File: config.mk
export PLATFORM = sky130hd
export DESIGN_NAME = switch_position_debounce_toggle_unit
export DESIGN_NICKNAME = d
export VERILOG_FILES = /design/src/hdl/spdt_pkg.sv /design/src/hdl/switch_position_debounce_toggle_unit.sv
export SDC_FILE = /design/constraint.sdc
export NUM_CORES = 1
export LEC_CHECK = 0
export ABC_CLOCK_PERIOD_IN_PS = 9450
export BUFFER_PORTS_ARGS = -buffer_cell sky130_fd_sc_hd__buf_2
export CORE_ASPECT_RATIO = 0.9
export CORE_UTILIZATION = 41
export CTS_BUF_LIST = sky130_fd_sc_hd__clkbuf_2
export DETAILED_ROUTE_END_ITERATION = 8
export GPL_ROUTABILITY_DRIVEN = 1
export HOLD_SLACK_MARGIN = 0.02
export SKIP_CTS_REPAIR_TIMING = 1
export SLEW_MARGIN = 20
export SYNTH_ARGS = -nofsm -noshare
export SYNTH_HDL_FRONTEND = slang
export SYNTH_SLANG_ARGS = --single-unit
File: constraint.sdc
create_clock -name clk -period 9.45 [get_ports clk]
set_input_delay 1.4175 -clock clk [delete_from_list [all_inputs] [get_ports clk]]
set_output_delay 1.4175 -clock clk [all_outputs]
set_load 0.005 [all_outputs]
File: src/hdl/spdt_pkg.sv
// Shared types and constants of the switch position debounce and toggle unit.
`timescale 1ns / 1ps
`default_nettype none

package spdt_pkg;

	// Configuration register indexes
	typedef enum logic [1:0] {
		REG_DEBOUNCE     = 2'd0,
		REG_SHORT_TOGGLE = 2'd1,
		REG_LONG_TOGGLE  = 2'd2
	} reg_index_t;

	localparam int CFG_W     = 16;
	localparam int SAMPLE_W  = 11;
	localparam int DELTA_W   = 8;
	localparam int POS_W     = 3;
	localparam int MASK_W    = 8;
	// (sample + full scale) * positions stays below 2^15 for every legal setting
	localparam int PROD_W    = 16;

	localparam logic [CFG_W-1:0] DEBOUNCE_RST     = 16'd50;
	localparam logic [CFG_W-1:0] SHORT_TOGGLE_RST = 16'd100;
	localparam logic [CFG_W-1:0] LONG_TOGGLE_RST  = 16'd1000;

	typedef logic [POS_W-1:0]  pos_t;
	typedef logic [MASK_W-1:0] mask_t;

endpackage

`default_nettype wire

File: src/hdl/switch_position_debounce_toggle_unit.sv
// Top level of the switch position debounce and toggle unit.
//
//   channel   direction  beat contents
//   -------   ---------  --------------------------------------------------------
//   s_*       in         tdata: signal_value[10:0], delta_ms[18:11]; tuser: invalid
//   m_*       out        tdata: pos[2:0], momentary, short, long; tuser: valid
//   cfg_*     in         cfg_addr register index, cfg_data 16-bit value
//
// One tick per cycle while m is not stalled: the input register feeds a single pass of
// quantize, debounce and toggle logic that updates the switch state and loads the result
// register once that register is empty or being drained. A new beat is accepted every
// cycle while the result register drains.
// arst_n clears the valid flags and switch state and loads the register reset values.
// A stalled m side holds the result register and then the input register;
// s_tready falls only when both are full.
`timescale 1ns / 1ps
`default_nettype none

module switch_position_debounce_toggle_unit #(
	parameter int CHANNELS   = 5,
	parameter int SIGNAL_MAX = 1000,
	parameter int TIME_WIDTH = 16
) (
	input  wire logic        clk,
	input  wire logic        arst_n,
	// slave side
	input  wire logic        s_tvalid,
	output logic             s_tready,
	input  wire logic [23:0] s_tdata,   // signal_value[10:0], delta_ms[18:11], zero fill
	input  wire logic        s_tuser,   // signal_invalid[0]
	// master side
	output logic             m_tvalid,
	input  wire logic        m_tready,
	output logic [31:0]      m_tdata,   // debounced_pos[2:0], momentary_mask[10:3],
	                                    // short_mask[18:11], long_mask[26:19], zero fill
	output logic             m_tuser,   // debounced_valid[0]
	// configuration writes
	input  wire logic        cfg_valid,
	output logic             cfg_ready,
	input  wire logic [1:0]  cfg_addr,
	input  wire logic [15:0] cfg_data
);

	localparam int CMP_W = (TIME_WIDTH > spdt_pkg::CFG_W) ? TIME_WIDTH : spdt_pkg::CFG_W;
	localparam logic [TIME_WIDTH-1:0] TIME_SAT = {TIME_WIDTH{1'b1}};

	// ---------------------------------------------------------------- config
	logic [spdt_pkg::CFG_W-1:0] debounce_q, short_q, long_q;

	assign cfg_ready = 1'b1;

	always_ff @(posedge clk or negedge arst_n) begin
		if (!arst_n) begin
			debounce_q <= spdt_pkg::DEBOUNCE_RST;
			short_q    <= spdt_pkg::SHORT_TOGGLE_RST;
			long_q     <= spdt_pkg::LONG_TOGGLE_RST;
		end else if (cfg_valid) begin
			unique case (cfg_addr)
				spdt_pkg::REG_DEBOUNCE:     debounce_q <= cfg_data;
				spdt_pkg::REG_SHORT_TOGGLE: short_q    <= cfg_data;
				spdt_pkg::REG_LONG_TOGGLE:  long_q     <= cfg_data;
				default: ; // drop writes beyond the register list
			endcase
		end
	end

	// ---------------------------------------------------------- input register
	logic                                valid_s1;
	logic signed [spdt_pkg::SAMPLE_W-1:0] value_s1;
	logic                                invalid_s1;
	logic [spdt_pkg::DELTA_W-1:0]        delta_s1;
	logic                                advance;

	// the result register takes a new tick when empty or being drained
	assign advance  = valid_s1 && (!m_tvalid || m_tready);
	assign s_tready = !valid_s1 || advance;

	always_ff @(posedge clk or negedge arst_n) begin
		if (!arst_n) begin
			valid_s1 <= 1'b0;
		end else if (s_tready) begin
			valid_s1 <= s_tvalid;
		end
	end

	always_ff @(posedge clk) begin
		if (s_tvalid && s_tready) begin
			value_s1   <= s_tdata[10:0];
			delta_s1   <= s_tdata[18:11];
			invalid_s1 <= s_tuser;
		end
	end

	// ------------------------------------------------------------ switch state
	spdt_pkg::pos_t          raw_pos_q, stable_pos_q;
	logic                    raw_valid_q, stable_valid_q;
	logic [TIME_WIDTH-1:0]   raw_hold_q, stable_hold_q;
	spdt_pkg::mask_t         mom_q, short_flags_q, long_flags_q;

	// ---------------------------------------------------------------- quantize
	// position = count of thresholds k*2*SIGNAL_MAX that (sample+max)*CHANNELS reaches;
	// the top threshold caps it at CHANNELS-1
	logic signed [spdt_pkg::SAMPLE_W+1:0] num;
	logic [spdt_pkg::PROD_W-1:0]          prod;
	spdt_pkg::pos_t                       quant_pos;

	always_comb begin
		num       = (spdt_pkg::SAMPLE_W+2)'(value_s1) + (spdt_pkg::SAMPLE_W+2)'(SIGNAL_MAX);
		prod      = spdt_pkg::PROD_W'(num) * spdt_pkg::PROD_W'(CHANNELS);
		quant_pos = '0;
		if (num > 0) begin
			for (int k = 1; k < CHANNELS; k++) begin
				if (prod >= spdt_pkg::PROD_W'(k * 2 * SIGNAL_MAX)) begin
					quant_pos = spdt_pkg::POS_W'(k);
				end
			end
		end
	end

	// ----------------------------------------------------- debounce and toggle
	logic                  cur_valid, same, past, changed;
	spdt_pkg::pos_t        cur_pos, nd_pos;
	logic                  nd_valid;
	logic [TIME_WIDTH:0]   hold_sum;
	logic [TIME_WIDTH-1:0] raw_hold_nx, stable_hold_nx;
	spdt_pkg::mask_t       old_bit, new_bit, mom_nx, short_nx, long_nx;

	always_comb begin
		cur_valid = !invalid_s1;
		cur_pos   = cur_valid ? quant_pos : '0;
		same      = (cur_valid == raw_valid_q) && (!cur_valid || cur_pos == raw_pos_q);

		// saturating hold timer; restart on a new raw position
		hold_sum = {1'b0, raw_hold_q} + (TIME_WIDTH+1)'(delta_s1);
		if (!same) begin
			raw_hold_nx = '0;
		end else if (hold_sum[TIME_WIDTH]) begin
			raw_hold_nx = TIME_SAT;
		end else begin
			raw_hold_nx = hold_sum[TIME_WIDTH-1:0];
		end

		past     = same && (CMP_W'(raw_hold_nx) > CMP_W'(debounce_q));
		nd_valid = past ? raw_valid_q : stable_valid_q;
		nd_pos   = past ? raw_pos_q : stable_pos_q;
		changed  = (nd_valid != stable_valid_q) || (nd_valid && nd_pos != stable_pos_q);

		old_bit  = spdt_pkg::MASK_W'(1) << stable_pos_q;
		new_bit  = spdt_pkg::MASK_W'(1) << nd_pos;
		mom_nx   = mom_q;
		short_nx = short_flags_q;
		long_nx  = long_flags_q;
		if (changed) begin
			if (stable_valid_q) begin
				mom_nx = mom_nx & ~old_bit;
				// the position being left toggles by how long it was held
				if (CMP_W'(stable_hold_q) > CMP_W'(long_q)) begin
					long_nx = long_nx ^ old_bit;
				end else if (CMP_W'(stable_hold_q) > CMP_W'(short_q)) begin
					short_nx = short_nx ^ old_bit;
				end
			end
			if (nd_valid) begin
				mom_nx = mom_nx | new_bit;
			end
			stable_hold_nx = raw_hold_nx;
		end else begin
			stable_hold_nx = past ? raw_hold_nx : stable_hold_q;
		end
	end

	always_ff @(posedge clk or negedge arst_n) begin
		if (!arst_n) begin
			raw_pos_q      <= '0;
			raw_valid_q    <= 1'b0;
			raw_hold_q     <= '0;
			stable_pos_q   <= '0;
			stable_valid_q <= 1'b0;
			stable_hold_q  <= '0;
			mom_q          <= '0;
			short_flags_q  <= '0;
			long_flags_q   <= '0;
		end else if (advance) begin
			raw_valid_q    <= cur_valid;
			raw_pos_q      <= cur_pos;
			raw_hold_q     <= raw_hold_nx;
			stable_valid_q <= nd_valid;
			stable_pos_q   <= nd_valid ? nd_pos : '0;
			stable_hold_q  <= stable_hold_nx;
			mom_q          <= mom_nx;
			short_flags_q  <= short_nx;
			long_flags_q   <= long_nx;
		end
	end

	// --------------------------------------------------------- result register
	always_ff @(posedge clk or negedge arst_n) begin
		if (!arst_n) begin
			m_tvalid <= 1'b0;
		end else if (advance) begin
			m_tvalid <= 1'b1;
		end else if (m_tready) begin
			m_tvalid <= 1'b0;
		end
	end

	always_ff @(posedge clk) begin
		if (advance) begin
			m_tuser <= nd_valid;
			m_tdata <= {5'd0, long_nx, short_nx, mom_nx, (nd_valid ? nd_pos : 3'd0)};
		end
	end

	// -------------------------------------------------------------- assertions
	// the momentary mask marks exactly the debounced position
	a_mom_matches_pos: assert property (@(posedge clk) disable iff (!arst_n)
		mom_q == (stable_valid_q ? (spdt_pkg::MASK_W'(1) << stable_pos_q) : '0))
		else $error("momentary mask out of step with debounced position");

	// an invalid debounced position reports position zero
	a_invalid_pos_zero: assert property (@(posedge clk) disable iff (!arst_n)
		!stable_valid_q |-> stable_pos_q == '0)
		else $error("invalid debounced position is not zero");

	// the debounced and raw positions stay within the switch positions
	a_pos_in_range: assert property (@(posedge clk) disable iff (!arst_n)
		32'(stable_pos_q) < CHANNELS && 32'(raw_pos_q) < CHANNELS)
		else $error("switch position out of range");

	// at most one flag toggles per tick
	a_one_toggle: assert property (@(posedge clk) disable iff (!arst_n)
		$countones((short_nx ^ short_flags_q) | (long_nx ^ long_flags_q)) <= 1)
		else $error("more than one toggle flag changed in one tick");

	// hold the switch state in any cycle that does not advance a tick
	a_stall_holds_state: assert property (@(posedge clk) disable iff (!arst_n)
		!advance |=> $stable(stable_pos_q) && $stable(mom_q) && $stable(raw_hold_q))
		else $error("switch state moved without a tick");

endmodule

`default_nettype wire

==> impl_metrics.env, run 1 <==
export IMPL_outcome="complete, no violations"
export IMPL_drt_wirelength_per_cell_um=15.6
export IMPL_final_common_cell="dfrtp_1"
export IMPL_drv_cap=0
export IMPL_hp_start="long_flags_q[0]"
export IMPL_drv_slew=0
export IMPL_switching_share_pct=36.6
export IMPL_clk_latency_ns=0.77
export IMPL_fin_crit_ns=8.19
export IMPL_synth_compound_area_share_pct=13.8
export IMPL_first_pass_iters=5
export IMPL_syn_avg_cell_area_um2=10.4
export IMPL_ys_ff_latch=162
export IMPL_crit_start="value_s1[3]"
export IMPL_remaining_drc_errors=0
export IMPL_crit_arrival_ns=8.89
export IMPL_crit_required_ns=10.15
export IMPL_clock_path_buffers=2
export IMPL_drt_iter0_markers=423
export IMPL_yosys_area_share_simple_pct=14.3
export IMPL_reg2reg_to="stable_hold_q[15]"
export IMPL_ant_nets=0
export IMPL_slew_headroom_pct=33.9
export IMPL_dp_hpwl_um=14400
export IMPL_cts_made_buffers=17
export IMPL_cp_start_kind="flop"
export IMPL_clk_pin_slew_ns=0.28
export IMPL_ys_warn_count=0
export IMPL_grt_max_degree=67
export IMPL_area_growth_pct=9.01
export IMPL_synth_seq_area_share_pct=45.6
export IMPL_fin_nets=1089
export IMPL_mostFrequentLayoutCells="102 x dfrtp_1, 74 x ha_1, 71 x buf_2"
export IMPL_vias=6711
export IMPL_path_class="reg2reg"
export IMPL_synth_fa_ha_area_share_pct=10.2
export IMPL_r2r_cells=27
export IMPL_power_density_mw_per_mm2=173
export IMPL_synth_edf_count=48
export IMPL_rsz0062_at_grt="no"
export IMPL_async_flop_share_pct=70.4
export IMPL_synth_top_family_by_area="simple AND/OR/NAND/NOR gates"
export IMPL_syn_cell_area_mm2=0.00945
export IMPL_finalSetupViolCount=0
export IMPL_rr_startpoint="value_s1[3]"
export IMPL_postSynthCellCount=909
export IMPL_drt_total_wl_um=19900
export IMPL_synth_xor_area_share_pct=5.19
export IMPL_finalCritPeriodShare_pct=86.7
export IMPL_yosysUniqueCellTypes=74
export IMPL_grt_pass1_vias=6620
export IMPL_tritoncts="built"
export IMPL_cts_root_buf="clkbuf_2"
export IMPL_track_usage_pct=17.8
export IMPL_critical_path_peak_fanout=36
export IMPL_die_y_um=146
export IMPL_crit_path_end_kind="flop"
export IMPL_overflow=0
export IMPL_start_util_pct=42.0
export IMPL_cp_slowest_stage_delay_ns=0.54
export IMPL_cpMaxStageDelayCell="edfxtp_1"
export IMPL_antenna_found_initial=1
export IMPL_worstMarginPinSlew_ns=0.990
export IMPL_total_power_w=0.00178
export IMPL_num_rows=52
export IMPL_cts_sinks=162
export IMPL_fin_tns_setup_ns=0
export IMPL_synth_mux_area_share_pct=5.64
export IMPL_fin_hold_ws_ns=0.506
export IMPL_vias_per_cell=5.26
export IMPL_hold_violations=0
export IMPL_ir_drop_uv=102
export IMPL_core_area_mm2=0.0225
export IMPL_clock_skew_ns=0.0591
export IMPL_p_switching_w=0.000652
export IMPL_hold_class="reg2reg"
export IMPL_gp_congestion=0.833
export IMPL_portBuffers=72
export IMPL_instances_no_fill=1276
export IMPL_dieArea_mm2=0.0236
export IMPL_num_fill_cells=2185
export IMPL_dieWidth_um=162
export IMPL_p_int_w=0.00113
export IMPL_power_leakage_nw=4.74
export IMPL_fmax_ghz=0.122
export IMPL_r2r_slack_ns=1.26
export IMPL_grt_pass1_wl_um=33600
export IMPL_min_to="long_flags_q[0]"
export IMPL_synth_flop_cell="dfrtp_1"
export IMPL_clockPowerShare_pct=23.1
export IMPL_seq_power_share_pct=47.7
export IMPL_htree_levels=4
export IMPL_dp_cells=1243
export IMPL_hold_depth=1
export IMPL_drive_gt1_share_pct=18.9
export IMPL_io_pins=84
export IMPL_combPwrFrac_pct=29.2
flip-flops by register name, indices dropped and copies added, names as in the netlist:
| register | cells |
|---|---|
| m_tdata | 27 |
| debounce_q | 16 |
| long_q | 16 |
| raw_hold_q | 16 |
| short_q | 16 |
| stable_hold_q | 16 |
| value_s1 | 11 |
| delta_s1 | 8 |
| long_flags_q | 8 |
| mom_q | 8 |
| short_flags_q | 8 |
| raw_pos_q | 3 |
| stable_pos_q | 3 |
| invalid_s1 | 1 |
| m_tuser | 1 |
| m_tvalid | 1 |
| raw_valid_q | 1 |
| stable_valid_q | 1 |
| valid_s1 | 1 |
cell type report:
cell class                      instances  area, um2  area share, %
Clock inverter                         15        193           1.87
Antenna cell                            1       2.50         0.0243
Tap cell                              297        372           3.61
Sequential cell                       162       4310           41.9
Clock buffer                           17       85.1          0.826
Inverter                               69        259           2.52
Multi-Input combinational cell        637       4670           45.3
Timing Repair Buffer                   78        408           3.96
cells by family (layout without fill, tap and decap cells):
logic type / count (synthesis) / in the layout
mux: 46 / 46
buf+inv: 114 / 179
simple gates: 261 / 261
xor+xnor: 56 / 56
flops: 162 / 162
other cells: 2 / 7
fa+ha+maj: 76 / 76
compound gates: 192 / 192
per-layer routing:
metal / routed length [um] / global-route usage (%) / vias to the layer above
met2: 8640 / 27.1 / 129
met5: 0 / 0 / -
met4: 206 / 4.01 / 0
li1: - / - / 3377
met3: 817 / 3.65 / 13
met1: 10200 / 26.0 / 3192
metrics by stage:
step / area [um2] / setup slack (ns) / util, %
after floorplan: 9460 / 2.43 / -
after global placement: 10000 / 1.33 / 44.5
after detailed placement: 10000 / 1.32 / 44.5
after CTS: 10300 / 1.19 / 45.7
after global routing: 10300 / 0.732 / 45.7
final: 10300 / 1.26 / 45.7
synth_stat cells (7+ instances only):
cell / number / share of area, %
inv_1: 69 / 2.7
clkbuf_1: 25 / 0.99
nand2_1: 64 / 2.5
xor2_1: 22 / 2.0
o21ai_0: 58 / 3.1
dfrtp_1: 102 / 27
a21o_1: 20 / 1.6
o31ai_1: 18 / 1.4
nand3_1: 31 / 1.6
buf_4: 8 / 0.64
dfstp_2: 12 / 3.3
nor2_1: 52 / 2.1
buf_2: 7 / 0.37
mux2_2: 38 / 4.5
o21a_1: 7 / 0.56
nor3_1: 23 / 1.2
xnor2_1: 34 / 3.2
nand4_1: 23 / 1.5
ha_1: 74 / 9.8
or3_1: 8 / 0.53
a21oi_1: 27 / 1.4
edfxtp_1: 48 / 15
a21boi_0: 8 / 0.64
nand2b_1: 12 / 0.79
critical path: cells and delay by family, from the launching register on:
kind / cells / cell delay [ns]
buffers and inverters: 2 / 0.17
xor gates and xnor gates: 1 / 0.20
AOI/OAI and AO/OA: 11 / 2.77
DFF: 1 / 0.54
muxes: 1 / 0.38
adders and majority gates: 4 / 1.25
and+or+nand+nor: 8 / 2.84
worst max path at each step:
stage | slack [ns] | end
after floorplan | 2.43 | m_tdata[3]
after CTS | 1.19 | m_tdata[3]
final | 1.26 | stable_hold_q[15]
after global routing | 0.73 | stable_hold_q[15]
after detailed placement | 1.32 | m_tdata[3]
after global placement | 1.33 | m_tdata[3]
power by group through the flow:
stage	clock [W]	combinational (W)	sequential (W)
after global routing	0.000452	0.000590	0.000861
after floorplan	0	0.000391	0.000846
final	0.000411	0.000521	0.000850
after CTS	0.000425	0.000521	0.000850
after detailed placement	0	0.000517	0.000863
after global placement	0	0.000511	0.000861
Note: power is estimated with default switching activity, not from simulation.
==> inputs of run 2 (changes only) <==
CORE_ASPECT_RATIO = 0.6   (was 0.9)
==> impl_metrics.env, run 2 (synthesis gave the netlist of run 1 again) <==
export IMPL_io_pins=84
export IMPL_finalCritPeriodShare_pct=87.6
export IMPL_crit_arrival_ns=8.91
export IMPL_vias_per_cell=5.26
export IMPL_fin_nets=1090
export IMPL_drt_total_wl_um=21300
export IMPL_drv_slew=0
export IMPL_overflow=0
export IMPL_area_growth_pct=8.61
export IMPL_clock_skew_ns=0.0398
export IMPL_remaining_drc_errors=0
export IMPL_grt_pass1_vias=6609
export IMPL_vias=6769
export IMPL_die_y_um=120
export IMPL_dieWidth_um=198
export IMPL_drive_gt1_share_pct=18.7
export IMPL_worst_path_buf_inv=3
export IMPL_cpMaxStageDelayCell="a2111oi_0"
export IMPL_fin_crit_ns=8.27
export IMPL_fmax_ghz=0.121
export IMPL_core_area_mm2=0.0223
export IMPL_power_density_mw_per_mm2=172
export IMPL_power_leakage_nw=4.73
export IMPL_worstMarginPinSlew_ns=1.15
export IMPL_finalSetupViolCount=0
export IMPL_ant_nets=0
export IMPL_critical_path_peak_fanout=36
export IMPL_path_class="reg2reg"
export IMPL_first_pass_iters=5
export IMPL_crit_required_ns=10.09
export IMPL_track_usage_pct=19.4
export IMPL_cts_made_buffers=17
export IMPL_outcome="complete, no violations"
export IMPL_dp_hpwl_um=16000
export IMPL_portBuffers=72
export IMPL_crit_path_end_kind="flop"
export IMPL_dieArea_mm2=0.0237
export IMPL_ir_drop_uv=82.7
export IMPL_clock_path_buffers=2
export IMPL_rsz0062_at_grt="no"
export IMPL_drt_wirelength_per_cell_um=16.5
export IMPL_cp_top_family="compound AO/OA/AOI/OAI gates"
export IMPL_start_util_pct=42.3
export IMPL_clk_pin_slew_ns=0.21
export IMPL_regMostFlops="m_tdata"
export IMPL_cp_start_kind="flop"
export IMPL_cts_sinks=162
export IMPL_grt_pass1_wl_um=35700
export IMPL_htree_levels=4
export IMPL_largest_reg_flops=27
export IMPL_num_antenna_cells=0
export IMPL_gp_congestion=0.855
export IMPL_clk_latency_ns=0.76
export IMPL_hold_violations=0
export IMPL_area_sequential_mm2=0.00431
export IMPL_hold_class="reg2reg"
export IMPL_slew_headroom_pct=23.0
export IMPL_antenna_found_initial=1
export IMPL_final_common_cell="dfrtp_1"
export IMPL_fin_ws_ns=1.18
export IMPL_mostFrequentLayoutCells="102 x dfrtp_1, 74 x ha_1, 71 x buf_2"
export IMPL_num_fill_cells=2157
export IMPL_cts_root_buf="clkbuf_2"
export IMPL_num_rows=42
export IMPL_drv_cap=0
export IMPL_grt_max_degree=75
export IMPL_drt_iter0_markers=342
export IMPL_fin_tns_setup_ns=0
export IMPL_multi_input_area_mm2=0.00467
export IMPL_dp_slack_ns=1.27
export IMPL_cp_slowest_stage_delay_ns=0.73
export IMPL_tritoncts="built"
## run 2: cell count changes in the layout (fill, tap and decap cells not counted), moves of 2 or more
cell	delta
inv_6	-2
clkinv_2	+3
clkbuf_2	+3
clkinv_8	-5
clkinv_1	+3
inv_8	-3
## run 2: path summary, 6_finish.rpt
check | from | endpoint | slack, ns | cells after the start
setup / recovery | value_s1[3] | stable_hold_q[12] | 1.18 | 28
hold / removal | long_flags_q[1] | long_flags_q[1] | 0.50 | 1
setup reg to reg | value_s1[3] | stable_hold_q[12] | 1.18 | 28
hold reg to reg | long_flags_q[1] | long_flags_q[1] | 0.50 | 1
max in group asynchronous | arst_n | raw_hold_q[11] | 7.43 | 2
min in group asynchronous | arst_n | short_q[4] | 0.60 | 1
## run 2: metal layers
metal / GRT usage [%] / vias to the layer above / wire [um]
li1: - / 3373 / -
met5: 0 / - / 16
met4: 3.54 / 2 / 119
met2: 25.7 / 155 / 8000
met1: 31.8 / 3227 / 12100
met3: 4.13 / 12 / 1000
## run 2: worst reg2reg max path: cells and delay by family (launching register included)
kind	cells	cell delay, ns
DFF	1	0.53
muxes	1	0.34
adders and majority gates	4	1.25
AOI/OAI and AO/OA	11	2.86
buffers and inverters	3	0.38
and+or+nand+nor	8	2.61
xor gates and xnor gates	1	0.22
## run 2: per-stage QoR
step | instance area, um2 | hold slack, ns | cells | power, W | util [%]
6_report | 10300 | 0.501 | 1287 | 0.00176 | 45.9
5_1_grt | 10300 | 0.523 | 1287 | 0.00188 | 45.9
4_1_cts | 10300 | 0.505 | 1287 | 0.00177 | 45.9
3_5_place_dp | 10000 | 0.476 | 1255 | 0.00140 | 45.0
3_3_place_gp | 10000 | 0.469 | 1255 | 0.00139 | 45.0
2_1_floorplan | 9460 | 0.450 | 913 | 0.00124 | -
## run 2: area by class of cell
type | count | area share (%)
Multi-Input combinational cell | 637 | 45.5
Inverter | 69 | 2.52
Timing Repair Buffer | 79 | 4.05
Sequential cell | 162 | 42.0
Tap cell | 308 | 3.76
Clock buffer | 20 | 0.976
Clock inverter | 12 | 1.15
## run 2: power breakdown
group          switching, W  total [W]  internal, W
registers         0.0000476   0.000851     0.000804
logic              0.000325   0.000538     0.000214
clock network      0.000248   0.000370     0.000122
total              0.000621    0.00176      0.00114
